$ cat src/sv/bmr_pkg.sv
`timescale 1ns / 1ps
// Shared types and constants of the Belady MIN replacement block.
package bmr_pkg;

  localparam int unsigned KEY_W  = 32;
  localparam int unsigned SIZE_W = 32;
  localparam int unsigned NU_W   = 48;
  localparam int unsigned USED_W = 33;
  localparam int unsigned CAP_W  = 32;
  localparam int unsigned PADDR_W = 3;
  localparam int unsigned PDATA_W = 32;

  localparam logic REG_CAPACITY = 1'b0;
  localparam logic [CAP_W-1:0] CAPACITY_RESET = 32'd65536;

  localparam logic KIND_OUTCOME  = 1'b0;
  localparam logic KIND_EVICTION = 1'b1;

  typedef struct packed {
    logic [KEY_W-1:0]  req_key;
    logic [SIZE_W-1:0] req_size;
    logic [NU_W-1:0]   next_use;
  } bmr_req_t;

  typedef struct packed {
    logic             result_kind;
    logic             was_hit;
    logic [KEY_W-1:0] victim_key;
    logic             last_result;
  } bmr_rsp_t;

  typedef enum logic [2:0] {
    ST_CLEAR,
    ST_IDLE,
    ST_MSCAN,
    ST_MUPD,
    ST_MOUT,
    ST_ESCAN,
    ST_EUPD,
    ST_EOUT
  } bmr_state_e;

  typedef struct packed {
    logic clr_en;
    logic ld_req;
    logic scan_start;
    logic scan_run;
    logic ins_wr;
    logic ev_wr;
    logic out_load;
    logic out_kind;
    logic out_last;
  } bmr_cmd_t;

  typedef struct packed {
    logic clr_done;
    logic scan_done;
    logic hit;
    logic evict_more;
    logic out_free;
  } bmr_sts_t;

endpackage

$ cat src/sv/belady_min_replacement.sv
`timescale 1ns / 1ps
// Top level of the size-aware Belady MIN replacement block.
//
// The block holds up to ENTRIES objects in one slot memory and handles one access at a time.
// Every access gives an outcome item first and then one eviction item per victim, the farthest
// next use going first and ties to the lowest slot. Each pass over the slots reads the memory
// through its single read port, one slot per cycle, and a miss makes one more pass per eviction.
// After reset the block clears every slot of the memory and stalls its input until that is done.
// The capacity register answers at every address with paddr[2] low and resets to 65536 bytes.
module belady_min_replacement #(
  parameter int unsigned ENTRIES  = 16,
  parameter int unsigned POS_BITS = 48
) (
  input  logic                          clk_i,
  input  logic                          rst_ni,
  input  logic                          in_valid_i,
  output logic                          in_stall_o,
  input  bmr_pkg::bmr_req_t             in_data_i,
  output logic                          out_valid_o,
  input  logic                          out_stall_i,
  output bmr_pkg::bmr_rsp_t             out_data_o,
  input  logic                          psel,
  input  logic                          penable,
  input  logic                          pwrite,
  input  logic [bmr_pkg::PADDR_W-1:0]   paddr,
  input  logic [bmr_pkg::PDATA_W-1:0]   pwdata,
  output logic [bmr_pkg::PDATA_W-1:0]   prdata,
  output logic                          pready
);
  import bmr_pkg::*;

  logic [CAP_W-1:0] capacity_q, capacity_d;
  logic             cfg_hit;
  bmr_cmd_t         cmd;
  bmr_sts_t         sts;

  assign pready  = 1'b1;
  assign cfg_hit = paddr[PADDR_W-1] == REG_CAPACITY;
  assign prdata  = cfg_hit ? capacity_q : '0;

  always_comb begin
    capacity_d = capacity_q;
    if (psel && penable && pwrite && pready && cfg_hit) begin
      capacity_d = pwdata;
    end
  end

  always_ff @(posedge clk_i or negedge rst_ni) begin
    if (!rst_ni) begin
      capacity_q <= CAPACITY_RESET;
    end else begin
      capacity_q <= capacity_d;
    end
  end

  bmr_ctrl u_ctrl (
    .clk_i     (clk_i),
    .rst_ni    (rst_ni),
    .in_valid_i(in_valid_i),
    .in_stall_o(in_stall_o),
    .sts_i     (sts),
    .cmd_o     (cmd)
  );

  bmr_dpath #(
    .ENTRIES (ENTRIES),
    .POS_BITS(POS_BITS)
  ) u_dpath (
    .clk_i      (clk_i),
    .rst_ni     (rst_ni),
    .cmd_i      (cmd),
    .sts_o      (sts),
    .req_i      (in_data_i),
    .capacity_i (capacity_q),
    .out_stall_i(out_stall_i),
    .out_valid_o(out_valid_o),
    .out_data_o (out_data_o)
  );

endmodule

$ cat src/sv/bmr_ram.sv
`timescale 1ns / 1ps
// Generic single-write, single-read RAM with registered read data.
module bmr_ram #(
  parameter int unsigned WIDTH = 8,
  parameter int unsigned DEPTH = 16
) (
  input  logic                     clk_i,
  input  logic                     we_i,
  input  logic [$clog2(DEPTH)-1:0] waddr_i,
  input  logic [WIDTH-1:0]         wdata_i,
  input  logic [$clog2(DEPTH)-1:0] raddr_i,
  output logic [WIDTH-1:0]         rdata_o
);

  logic [WIDTH-1:0] mem_q [DEPTH];
  logic [WIDTH-1:0] rdata_q;

  always_ff @(posedge clk_i) begin
    if (we_i) begin
      mem_q[waddr_i] <= wdata_i;
    end
    rdata_q <= mem_q[raddr_i];
  end

  assign rdata_o = rdata_q;

endmodule

$ cat src/sv/bmr_ctrl.sv
`timescale 1ns / 1ps
// Controller state machine that sequences clearing, scans, updates and results.
module bmr_ctrl (
  input  logic              clk_i,
  input  logic              rst_ni,
  input  logic              in_valid_i,
  output logic              in_stall_o,
  input  bmr_pkg::bmr_sts_t sts_i,
  output bmr_pkg::bmr_cmd_t cmd_o
);
  import bmr_pkg::*;

  bmr_state_e state_q, state_d;

  always_ff @(posedge clk_i or negedge rst_ni) begin
    if (!rst_ni) begin
      state_q <= ST_CLEAR;
    end else begin
      state_q <= state_d;
    end
  end

  always_comb begin
    state_d = state_q;
    unique case (state_q)
      ST_CLEAR: if (sts_i.clr_done) state_d = ST_IDLE;
      ST_IDLE:  if (in_valid_i) state_d = ST_MSCAN;
      ST_MSCAN: if (sts_i.scan_done) state_d = ST_MUPD;
      ST_MUPD:  state_d = ST_MOUT;
      ST_MOUT: begin
        if (sts_i.out_free) begin
          state_d = (sts_i.hit || !sts_i.evict_more) ? ST_IDLE : ST_ESCAN;
        end
      end
      ST_ESCAN: if (sts_i.scan_done) state_d = ST_EUPD;
      ST_EUPD:  state_d = ST_EOUT;
      ST_EOUT: begin
        if (sts_i.out_free) begin
          state_d = sts_i.evict_more ? ST_ESCAN : ST_IDLE;
        end
      end
      default:  state_d = ST_CLEAR;
    endcase
  end

  always_comb begin
    cmd_o      = '0;
    in_stall_o = 1'b1;
    unique case (state_q)
      ST_CLEAR: cmd_o.clr_en = 1'b1;
      ST_IDLE: begin
        in_stall_o       = 1'b0;
        cmd_o.ld_req     = in_valid_i;
        cmd_o.scan_start = in_valid_i;
      end
      ST_MSCAN: cmd_o.scan_run = 1'b1;
      ST_MUPD:  cmd_o.ins_wr = 1'b1;
      ST_MOUT: begin
        cmd_o.out_load   = sts_i.out_free;
        cmd_o.out_kind   = KIND_OUTCOME;
        cmd_o.out_last   = sts_i.hit || !sts_i.evict_more;
        cmd_o.scan_start = sts_i.out_free && !sts_i.hit && sts_i.evict_more;
      end
      ST_ESCAN: cmd_o.scan_run = 1'b1;
      ST_EUPD:  cmd_o.ev_wr = 1'b1;
      ST_EOUT: begin
        cmd_o.out_load   = sts_i.out_free;
        cmd_o.out_kind   = KIND_EVICTION;
        cmd_o.out_last   = !sts_i.evict_more;
        cmd_o.scan_start = sts_i.out_free && sts_i.evict_more;
      end
      default: cmd_o = '0;
    endcase
  end

endmodule

$ cat src/sv/bmr_dpath.sv
`timescale 1ns / 1ps
// Datapath with the slot memory, scan trackers, byte and slot counters and result register.
module bmr_dpath #(
  parameter int unsigned ENTRIES  = 16,
  parameter int unsigned POS_BITS = 48
) (
  input  logic                            clk_i,
  input  logic                            rst_ni,
  input  bmr_pkg::bmr_cmd_t               cmd_i,
  output bmr_pkg::bmr_sts_t               sts_o,
  input  bmr_pkg::bmr_req_t               req_i,
  input  logic [bmr_pkg::CAP_W-1:0]       capacity_i,
  input  logic                            out_stall_i,
  output logic                            out_valid_o,
  output bmr_pkg::bmr_rsp_t               out_data_o
);
  import bmr_pkg::*;

  localparam int unsigned IDX_W  = $clog2(ENTRIES);
  localparam int unsigned CNT_W  = $clog2(ENTRIES + 1);
  localparam int unsigned WORD_W = 1 + KEY_W + SIZE_W + POS_BITS;

  logic [KEY_W-1:0]    key_q, key_d;
  logic [SIZE_W-1:0]   size_q, size_d;
  logic [POS_BITS-1:0] nu_q, nu_d;
  logic [POS_BITS-1:0] pos_q, pos_d;
  logic [63:0]         nu_ext;

  logic [CNT_W-1:0] rd_cnt_q, rd_cnt_d;
  logic             cmp_vld_q, cmp_vld_d;
  logic [IDX_W-1:0] cmp_idx_q, cmp_idx_d;
  logic [IDX_W-1:0] clr_q, clr_d;

  logic             hit_q, hit_d;
  logic [IDX_W-1:0] hit_idx_q, hit_idx_d;
  logic [SIZE_W-1:0] hit_size_q, hit_size_d;
  logic             free_q, free_d;
  logic [IDX_W-1:0] free_idx_q, free_idx_d;
  logic             vic_q, vic_d;
  logic [IDX_W-1:0] vic_idx_q, vic_idx_d;
  logic [KEY_W-1:0] vic_key_q, vic_key_d;
  logic [SIZE_W-1:0] vic_size_q, vic_size_d;
  logic [POS_BITS-1:0] vic_nu_q, vic_nu_d;

  logic [USED_W-1:0] used_q, used_d;
  logic [CNT_W-1:0]  count_q, count_d;

  logic     out_valid_q, out_valid_d;
  bmr_rsp_t out_q, out_d;

  logic              we;
  logic [IDX_W-1:0]  waddr;
  logic [WORD_W-1:0] wdata;
  logic [IDX_W-1:0]  raddr;
  logic [WORD_W-1:0] rdata;

  logic                d_valid;
  logic [KEY_W-1:0]    d_key;
  logic [SIZE_W-1:0]   d_size;
  logic [POS_BITS-1:0] d_nu;

  bmr_ram #(
    .WIDTH(WORD_W),
    .DEPTH(ENTRIES)
  ) u_ram (
    .clk_i  (clk_i),
    .we_i   (we),
    .waddr_i(waddr),
    .wdata_i(wdata),
    .raddr_i(raddr),
    .rdata_o(rdata)
  );

  assign d_valid = rdata[WORD_W-1];
  assign d_key   = rdata[WORD_W-2 -: KEY_W];
  assign d_size  = rdata[POS_BITS+SIZE_W-1 -: SIZE_W];
  assign d_nu    = rdata[POS_BITS-1:0];

  assign nu_ext = {{(64 - NU_W){1'b0}}, req_i.next_use};
  assign raddr  = rd_cnt_q[IDX_W-1:0];

  always_comb begin
    key_d  = key_q;
    size_d = size_q;
    nu_d   = nu_q;
    pos_d  = pos_q;
    if (cmd_i.ld_req) begin
      key_d  = req_i.req_key;
      size_d = req_i.req_size;
      nu_d   = nu_ext[POS_BITS-1:0];
      pos_d  = pos_q + POS_BITS'(1);
    end
  end

  always_comb begin
    rd_cnt_d  = rd_cnt_q;
    cmp_vld_d = 1'b0;
    cmp_idx_d = cmp_idx_q;
    if (cmd_i.scan_start) begin
      rd_cnt_d = '0;
    end else if (cmd_i.scan_run && (rd_cnt_q < CNT_W'(ENTRIES))) begin
      rd_cnt_d  = rd_cnt_q + CNT_W'(1);
      cmp_vld_d = 1'b1;
      cmp_idx_d = rd_cnt_q[IDX_W-1:0];
    end
  end

  always_comb begin
    hit_d      = hit_q;
    hit_idx_d  = hit_idx_q;
    hit_size_d = hit_size_q;
    free_d     = free_q;
    free_idx_d = free_idx_q;
    vic_d      = vic_q;
    vic_idx_d  = vic_idx_q;
    vic_key_d  = vic_key_q;
    vic_size_d = vic_size_q;
    vic_nu_d   = vic_nu_q;
    if (cmd_i.scan_start) begin
      hit_d  = 1'b0;
      free_d = 1'b0;
      vic_d  = 1'b0;
    end else if (cmp_vld_q) begin
      if (d_valid && (d_key == key_q) && !hit_q) begin
        hit_d      = 1'b1;
        hit_idx_d  = cmp_idx_q;
        hit_size_d = d_size;
      end
      if (!d_valid && !free_q) begin
        free_d     = 1'b1;
        free_idx_d = cmp_idx_q;
      end
      if (d_valid && (!vic_q || (d_nu > vic_nu_q))) begin
        vic_d      = 1'b1;
        vic_idx_d  = cmp_idx_q;
        vic_key_d  = d_key;
        vic_size_d = d_size;
        vic_nu_d   = d_nu;
      end
    end
  end

  always_comb begin
    we    = 1'b0;
    waddr = clr_q;
    wdata = '0;
    clr_d = clr_q;
    priority if (cmd_i.clr_en) begin
      we    = 1'b1;
      clr_d = clr_q + IDX_W'(1);
    end else if (cmd_i.ins_wr) begin
      we    = 1'b1;
      waddr = hit_q ? hit_idx_q : free_idx_q;
      wdata = {1'b1, key_q, (hit_q ? hit_size_q : size_q), nu_q};
    end else if (cmd_i.ev_wr) begin
      we    = vic_q;
      waddr = vic_idx_q;
      wdata = {1'b0, vic_key_q, vic_size_q, vic_nu_q};
    end
  end

  always_comb begin
    used_d  = used_q;
    count_d = count_q;
    if (cmd_i.ins_wr && !hit_q) begin
      used_d  = used_q + {1'b0, size_q};
      count_d = count_q + CNT_W'(1);
    end else if (cmd_i.ev_wr) begin
      if (vic_q) begin
        used_d  = (used_q >= {1'b0, vic_size_q}) ? (used_q - {1'b0, vic_size_q}) : '0;
        count_d = count_q - CNT_W'(1);
      end else begin
        used_d = '0;
      end
    end
  end

  always_comb begin
    out_d       = out_q;
    out_valid_d = out_valid_q && out_stall_i;
    if (cmd_i.out_load) begin
      out_valid_d       = 1'b1;
      out_d.result_kind = cmd_i.out_kind;
      out_d.was_hit     = (cmd_i.out_kind == KIND_OUTCOME) && hit_q;
      out_d.victim_key  = (cmd_i.out_kind == KIND_EVICTION) ? vic_key_q : '0;
      out_d.last_result = cmd_i.out_last;
    end
  end

  always_ff @(posedge clk_i or negedge rst_ni) begin
    if (!rst_ni) begin
      pos_q       <= '0;
      rd_cnt_q    <= '0;
      cmp_vld_q   <= 1'b0;
      clr_q       <= '0;
      hit_q       <= 1'b0;
      free_q      <= 1'b0;
      vic_q       <= 1'b0;
      used_q      <= '0;
      count_q     <= '0;
      out_valid_q <= 1'b0;
    end else begin
      pos_q       <= pos_d;
      rd_cnt_q    <= rd_cnt_d;
      cmp_vld_q   <= cmp_vld_d;
      clr_q       <= clr_d;
      hit_q       <= hit_d;
      free_q      <= free_d;
      vic_q       <= vic_d;
      used_q      <= used_d;
      count_q     <= count_d;
      out_valid_q <= out_valid_d;
    end
  end

  always_ff @(posedge clk_i) begin
    key_q      <= key_d;
    size_q     <= size_d;
    nu_q       <= nu_d;
    cmp_idx_q  <= cmp_idx_d;
    hit_idx_q  <= hit_idx_d;
    hit_size_q <= hit_size_d;
    free_idx_q <= free_idx_d;
    vic_idx_q  <= vic_idx_d;
    vic_key_q  <= vic_key_d;
    vic_size_q <= vic_size_d;
    vic_nu_q   <= vic_nu_d;
    out_q      <= out_d;
  end

  assign sts_o.clr_done   = clr_q == IDX_W'(ENTRIES - 1);
  assign sts_o.scan_done  = cmp_vld_q && (cmp_idx_q == IDX_W'(ENTRIES - 1));
  assign sts_o.hit        = hit_q;
  assign sts_o.evict_more = (used_q > {1'b0, capacity_i}) || (count_q == CNT_W'(ENTRIES));
  assign sts_o.out_free   = !out_valid_q || !out_stall_i;

  assign out_valid_o = out_valid_q;
  assign out_data_o  = out_q;

endmodule

$ cat config.mk
export PLATFORM = sky130hd
export DESIGN_NAME = belady_min_replacement
export DESIGN_NICKNAME = d
export VERILOG_FILES = /design/src/sv/bmr_pkg.sv /design/src/sv/belady_min_replacement.sv /design/src/sv/bmr_ram.sv /design/src/sv/bmr_ctrl.sv /design/src/sv/bmr_dpath.sv
export SDC_FILE = /design/constraint.sdc
export NUM_CORES = 2
export LEC_CHECK = 0
export BUFFER_PORTS_ARGS = -buffer_cell sky130_fd_sc_hd__buf_2
export CELL_PAD_IN_SITES_DETAIL_PLACEMENT = 1
export CELL_PAD_IN_SITES_GLOBAL_PLACEMENT = 1
export CORE_MARGIN = 2
export CORE_UTILIZATION = 40
export CTS_CLUSTER_SIZE = 20
export DETAILED_ROUTE_END_ITERATION = 10
export PLACE_DENSITY_LB_ADDON = 0.3
export RECOVER_POWER = 100
export SLEW_MARGIN = 20
export SYNTH_ARGS = -nofsm -noshare
export SYNTH_HDL_FRONTEND = slang
export SYNTH_SLANG_ARGS = --single-unit
$ cat constraint.sdc
create_clock -name clk_i -period 11.6 [get_ports clk_i]
set_input_delay 1.16 -clock clk_i [delete_from_list [all_inputs] [get_ports clk_i]]
set_output_delay 1.16 -clock clk_i [all_outputs]
set_load 0.05 [all_outputs]
Word level (Yosys, flattened, before mapping)
Memory sizes are Yosys's and may differ from the RTL's. A register that Yosys moved wholly into a read port is not among the register bits.
Index checks and enable logic that the tools add are counted.
{"block": "totals", "ram_bits": 1808, "reg_bits": 394, "memories": 1, "latch_bits": 0, "wordCells": 153, "mem_bits_ro": 0, "out_inout_bits": 70, "input_bits": 154}
{"block": "classes", "bitwise": 3, "reduce_logical": 44, "mux": 52, "div": 0, "addsub": 6, "mul": 0, "n_eq_ne": 17, "shifts": 0, "magnitude_cmp": 4}
{"name": "u_dpath.u_ram.mem_q", "words": 16, "width": 113, "read_ports": 1, "rd_clocked_by_memory_dff": 1, "wr": 1, "line_no": "bmr_ram.sv:15", "rtl": "logic [WIDTH-1:0] mem_q [DEPTH];"}
{"cell": "$mux 113", "count": 2}
{"cell": "$mux 33", "count": 4}
{"cell": "$mux 112", "count": 1}
{"cell": "$mux 32", "count": 2}
{"cell": "$gt 48x48->1", "count": 1}
{"cell": "$add 33x32->33", "count": 1}
{"cell": "$ge 33x32->1", "count": 1}
{"cell": "$gt 33x32->1", "count": 1}
{"cell": "$sub 33x32->33", "count": 1}
{"cell": "$eq 32x32->1", "count": 1}
{"cell": "$mux 5", "count": 5}
{"cell": "$mux 3", "count": 8}
{"cell": "$pmux 3 s8", "count": 1}
{"cell": "$mux 1", "count": 23}
{"cell": "$mux 4", "count": 4}
{"cell": "$logic_and 1x1->1", "count": 15}
{"cell": "$reduce_bool 2->1", "count": 7}
{"cell": "$eq 3x3->1 const B", "count": 4}
{"cell": "$add 5x1->5 const B", "count": 2}
{"cell": "$reduce_and 2->1", "count": 5}
{"cell": "$reduce_and 3->1", "count": 3}
{"cell": "$eq 4x4->1 const B", "count": 2}
{"cell": "$ne 2x2->1 const B", "count": 4}
{"cell": "$logic_not 1->1", "count": 7}
{"cell": "other kinds (14)", "count": 21}

Logic depth before layout (Yosys ltp)
{"block": "logic_depth", "word_depth": 7, "ltp_mapped": 13, "mapped_depth_nobuf": 13}

Modules after synthesis
A second synthesis with hierarchy kept.
{"block": "unflattened", "cells_unflattened": 4689, "hier_area_um2": 91084.9}
{"mod": "bmr_ram", "instances": 1, "cells_per_inst": 2890, "area_per_inst_um2": 69783.2, "seq_area_each_um2": 56554.2}
{"mod": "bmr_dpath", "instances": 1, "cells_per_inst": 1654, "area_per_inst_um2": 19438.6, "seq_area_each_um2": 10520.1}
{"mod": "belady_min_replacement", "instances": 1, "cells_per_inst": 105, "area_per_inst_um2": 1555.2, "seq_area_each_um2": 802.0}
{"mod": "bmr_ctrl", "instances": 1, "cells_per_inst": 40, "area_per_inst_um2": 307.8, "seq_area_each_um2": 75.1}

Worst setup path after synthesis
No wires, ideal clock.
{"block": "synth_timing", "kind": "register -> register", "from": "reg u_dpath.used_q[22]", "to": "reg u_dpath.vic_idx_q[0], enable pin", "t_arrival_ns": 10.447, "path_stages_with_launch": 11, "path_buffers": 0, "setup_time_ns": 0.763, "period_less_slack_ns": 11.210, "slack_ns": 0.390, "required_ns": 10.837, "path_cell_list": "dfrtp_1 ha_1 a21o_1 a21o_1 a21oi_1 o21ai_0 a2111oi_0 o21ai_1 o211ai_1 o32ai_1 a211oi_1"}
{"block": "synth_via", "elab_chain_cells": 6, "word_cells_on_any_way": 7, "cone_classes": "order compare (1); mux (1); bitwise (1); reduce/logical (4)"}
{"element": "start, declared", "line_no": "bmr_dpath.sv:45", "rtl": "logic [USED_W-1:0] used_q, used_d;"}
{"element": "start signal, assigned", "line_no": "bmr_dpath.sv:210", "rtl": "used_q <= used_d;"}
{"element": "$gt 33x32->1 *", "line_no": "bmr_dpath.sv:234", "rtl": "assign sts_o.evict_more = (used_q > {1'b0, capacity_i}) || (count_q == CNT_W'(ENTRIES));"}
{"element": "$logic_or 1x1->1 *", "line_no": "bmr_dpath.sv:234"}
{"element": "$logic_and 1x1->1, on equally long branches", "line_no": "bmr_ctrl.sv:70, bmr_ctrl.sv:62"}
{"element": "$pmux 1 s3 *", "line_no": "bmr_ctrl.sv:49", "rtl": "unique case (state_q)"}
{"element": "$not 1->1 (no source line) *"}
{"element": "$reduce_and 3->1 (no source line) *"}
{"element": "end signal, assigned", "line_no": "bmr_dpath.sv:224", "rtl": "vic_idx_q <= vic_idx_d;"}
{"element": "end, declared", "line_no": "bmr_dpath.sv:40", "rtl": "logic [IDX_W-1:0] vic_idx_q, vic_idx_d;"}
Every way passes the cells marked *; elsewhere a longest branch is shown, timed or not.
A chain may end at the register's enable or synchronous reset.

Final worst setup path
{"block": "layout_timing", "from": "reg u_ctrl.state_q[2]", "to": "mem u_dpath.u_ram.mem_q[15][48] (netlist bit), enable pin"}
{"block": "layout_via", "elab_chain_cells": 7, "word_cells_on_any_way": 14, "cone_classes": "eq/ne (2); mux (11); reduce/logical (1)"}
{"element": "start, declared", "line_no": "bmr_ctrl.sv:13", "rtl": "bmr_state_e state_q, state_d;"}
{"element": "start signal, assigned", "line_no": "bmr_ctrl.sv:19", "rtl": "state_q <= state_d;"}
{"element": "$eq 3x3->1", "line_no": "bmr_ctrl.sv:49"}
{"element": "$mux 1", "line_no": "bmr_ctrl.sv:49"}
{"element": "$mux 1", "line_no": "bmr_dpath.sv:155", "rtl": "end else if (cmd_i.ev_wr) begin"}
{"element": "$mux 1", "line_no": "bmr_dpath.sv:151", "rtl": "end else if (cmd_i.ins_wr) begin"}
{"element": "$mux 1", "line_no": "bmr_dpath.sv:148", "rtl": "priority if (cmd_i.clr_en) begin"}
{"element": "$mux 1", "line_no": "bmr_ram.sv:19", "rtl": "if (we_i) begin"}
{"element": "$mux 1 (implied by the code)", "line_no": "bmr_ram.sv:20", "rtl": "mem_q[waddr_i] <= wdata_i;"}
{"element": "end, declared", "line_no": "bmr_ram.sv:15"}
Several ways; a longest one is shown, not always the timed one.

==> flow_summary.ini <==
[run_status]
status = complete, but fails checks
violations = max-capacitance violations, max-slew violations

[die]
core_um2 = 227000
num_io_pins = 224
die_h_um = 481
floorplan.initialDensity = 0.401
placementRows = 175
floorplan.die_area_um2 = 231000
die_width_um = 481

[synthesis]
fraction_of_registers_with_async_set_or_reset_after_synthesis = 0.0376
netlist_instances = 4480
yosys.cell_types.count = 87
syn_area_per_cell_um2 = 20.3
yosysSeqAreaShare = 0.747
synth.cell_area_um2 = 90900
synthFlopType = edfxtp_1
edff_count_synth = 2115
yosys_register_bits = 2315
synth-warning-count = 0
syn-num-nets = 4790

[setup_path]
timing.critical_path.slowest_cell_delay_ps = 2150
cp.required_ps = 11980
crit_chain = nand2b_2 > clkbuf_1 > nor2_1 > nor2_1 > a22oi_1 > a21oi_1 > nand2_1 > nor2_4 > buf_4 > clkbuf_1
worst_setup_path_end_kind = register
worst_setup_path_start_kind = register
critical-path-slowest-cell = clkbuf_1
worst_path_dominant_cell_family = buffers and inverters
crit_path_max_fanout = 46
timing_worst_setup_path_type = reg -> reg
worst-endpoint-arrival_ps = 8620
cp.buffers_inverters = 3

[placement]
port_buffers = 220
postPlaceCellArea_um2 = 96200
place.detailed.hpwl_um = 119000
globalplace.congestion = 0.786
place_inst = 7612

[clock_network]
cts-hold-fix-buffers = 0
cts_tree = yes
post_cts_clock_slew_at_the_launch_and_capture_registers_of_the_worst_setup_and_hold_paths_ps = 70
worst_skew_pair_later_pin_latency_ps = 900
buffers_inserted_by_post_cts_timing_repair = 0
cts.sinks = 2315
cts_buffers = 231
cts_buffer_depth = 3
post_cts.resized_instances = 0
h-tree-depth = 4
clockRootBuffer = clkbuf_16

[min_path]
hold_class = reg -> reg

[drt]
drc_violation_total_after_the_first_tritonroute_iteration = 4035
detail-route-antenna-nets = 0
detail_route.drc_violations = 0
totalWireLength_um = 224000
drt-pass1-iter-count = 7
routed_wire_length_per_instance_um = 27.9
detailroute.via_count = 44600
via_per_inst = 5.53

[sta]
grt_setup_unrepaired = no
skew_ps = 92.1
max_freq_ghz = 0.121
hold_ws_ps = 379
totalNegativeSetupSlack_ps = 0
timing.slew.headroom = -3.90
report.final.slew_viol_count = 1235
period_minus_slack_ps = 8250
worst_margin_slew_ps = 7350
setup_viol_count_final = 0
fin_crit_sh = 0.711
finalHoldViolCount = 0

[final_layout]
areaGrowthSynthToFinish_pct = 13.9
final_layout_size_suffix_gt1_frac = 0.234
final_core_util = 0.457
finalInstanceArea_um2 = 104000
instances_no_fill = 8060
design.final.nets = 5149

[power_and_ir_drop]
share_seq_of_total_power = 0.444
clockPowerShare = 0.277
power.share.combinational = 0.279
net_sw_power_uw = 8620
ir_drop_mv = 0.225
power-per-cell-area_nw_per_um2 = 266
p_int_uw = 19000
power.leakage_uw = 0.0342
power.share.switching = 0.312

[grt]
grt_total_ovfl = 0
grt_pass1_wl_um = 330000
globalRouteTotalUtil = 0.194
grt_start_max_net_pins = 154
antenna_violations_before_repair = 6
first_global_vias = 47900

[run]
drv_cap = 36
==> Yosys cell counts, drive strengths merged (77+ instances only) <==
| master | number | share of area |
|---|---|---|
| nor2 | 174 | 0.0072 |
| inv | 131 | 0.0054 |
| a21oi | 121 | 0.0070 |
| mux4 | 565 | 0.14 |
| o21ai | 112 | 0.0063 |
| dfrtp | 86 | 0.024 |
| buf | 77 | 0.0040 |
| dfxtp | 113 | 0.025 |
| clkbuf | 132 | 0.0054 |
| nand2 | 113 | 0.0047 |
| edfxtp | 2115 | 0.70 |
| ha | 153 | 0.021 |
==> path summary, 6_finish.rpt <==
check	from	end	slack, ps	depth (start not counted)
setup / recovery	u_ctrl.state_q[2]	u_dpath.u_ram.mem_q[15][48]	3350	10
max in group asynchronous	rst_ni	u_dpath.hit_q	6280	2
hold reg to reg	u_dpath.u_ram.rdata_o[77]	u_dpath.vic_size_q[29]	380	0
min in group asynchronous	rst_ni	capacity_q[31]	820	1
hold / removal	u_dpath.u_ram.rdata_o[77]	u_dpath.vic_size_q[29]	380	0
setup reg to reg	u_ctrl.state_q[2]	u_dpath.u_ram.mem_q[15][48]	3350	10
==> placed cells by master, fill, tap and decap left out, drive strengths merged, types with 12 or more instances in the layout <==
cell and n:
clkinvlp 16, o21ai 112, nand4 41, nor2 174, clkinv 74, inv 139
xor2 30, nor2b 14, xnor2 64, a211oi 14, o221ai 17, clkbuf 479
mux2 35, ha 153, bufinv 22, nand2b 14, nand3 39, a21o 68
and3 39, mux2i 41, buf 177, a22o 37, nand2 113, dfrtp 86
mux4 565, edfxtp 2115, a21oi 121, dfxtp 113, o211ai 12
==> cell type report <==
| cell class | count | area (um^2) |
|---|---|---|
| Timing Repair Buffer | 335 | 1780 |
| Tap cell | 3009 | 3760 |
| Antenna cell | 3 | 7.51 |
| Sequential cell | 2315 | 68000 |
| Inverter | 131 | 492 |
| Fill cell | 21100 | 123000 |
| Clock inverter | 120 | 1510 |
| Clock buffer | 322 | 6360 |
| Multi-Input combinational cell | 1825 | 21700 |
==> worst reg2reg max path, stage by stage (launching register included) <==
cell	delay (ps)
dfrtp_1	1610
nand2b_2	330
clkbuf_1	1470
nor2_1	320
nor2_1	470
a22oi_1	180
a21oi_1	190
nand2_1	180
nor2_4	120
buf_4	680
clkbuf_1	2200
==> registers in the layout, summed over array words and instances (netlist names), 3 cells and up <==
signal,cells
u_dpath.cmp_idx_q,4
u_ctrl.state_q,3
u_dpath.rd_cnt_q,5
u_dpath.nu_q,48
u_dpath.u_ram.rdata_o,113
u_dpath.key_q,32
u_dpath.used_q,33
u_dpath.free_idx_q,4
u_dpath.hit_idx_q,4
u_dpath.vic_key_q,32
u_dpath.out_data_o,35
u_dpath.u_ram.mem_q,1808
u_dpath.count_q,5
u_dpath.size_q,32
u_dpath.hit_size_q,32
capacity_q,32
u_dpath.vic_size_q,32
u_dpath.clr_q,4
u_dpath.vic_idx_q,4
u_dpath.vic_nu_q,48
==> logic make-up (layout without fill, tap and decap cells) <==
family	after synthesis	in the layout	share of synthesized area
compound gates	461	461	0.0341
xor+xnor	94	94	0.00905
mux	641	641	0.149
other cells	1	4	0.0000412
flops	2315	2315	0.747
buf+inv	340	908	0.0148
simple gates	472	472	0.0243
fa+ha+maj	156	156	0.0217
==> power groups by stage <==
stage / clock, uW / combinational (uW) / sequential [uW]
6_report: 7650 / 7700 / 12300
3_5_place_dp: 0 / 7850 / 12400
2_1_floorplan: 0 / 5340 / 12300
4_1_cts: 7810 / 7890 / 12200
3_3_place_gp: 0 / 7680 / 12300
5_1_grt: 8110 / 8400 / 12400
==> through the flow <==
| stage | total power (uW) | worst slack [ps] |
|---|---|---|
| finish | 27600 | 3350 |
| global route | 28900 | 2820 |
| CTS | 27900 | 5700 |
| detailed placement | 20200 | 5790 |
| global placement | 20000 | 5790 |
| floorplan | 17600 | 390 |
==> layer usage <==
layer,vias up,track usage,part of all wire
met5,-,0,0.000089
met4,2,0.0455,0.020
met3,304,0.0291,0.051
met2,1271,0.321,0.49
met1,24000,0.273,0.44
li1,19100,-,-
Note: power is estimated with default switching activity, not from simulation.
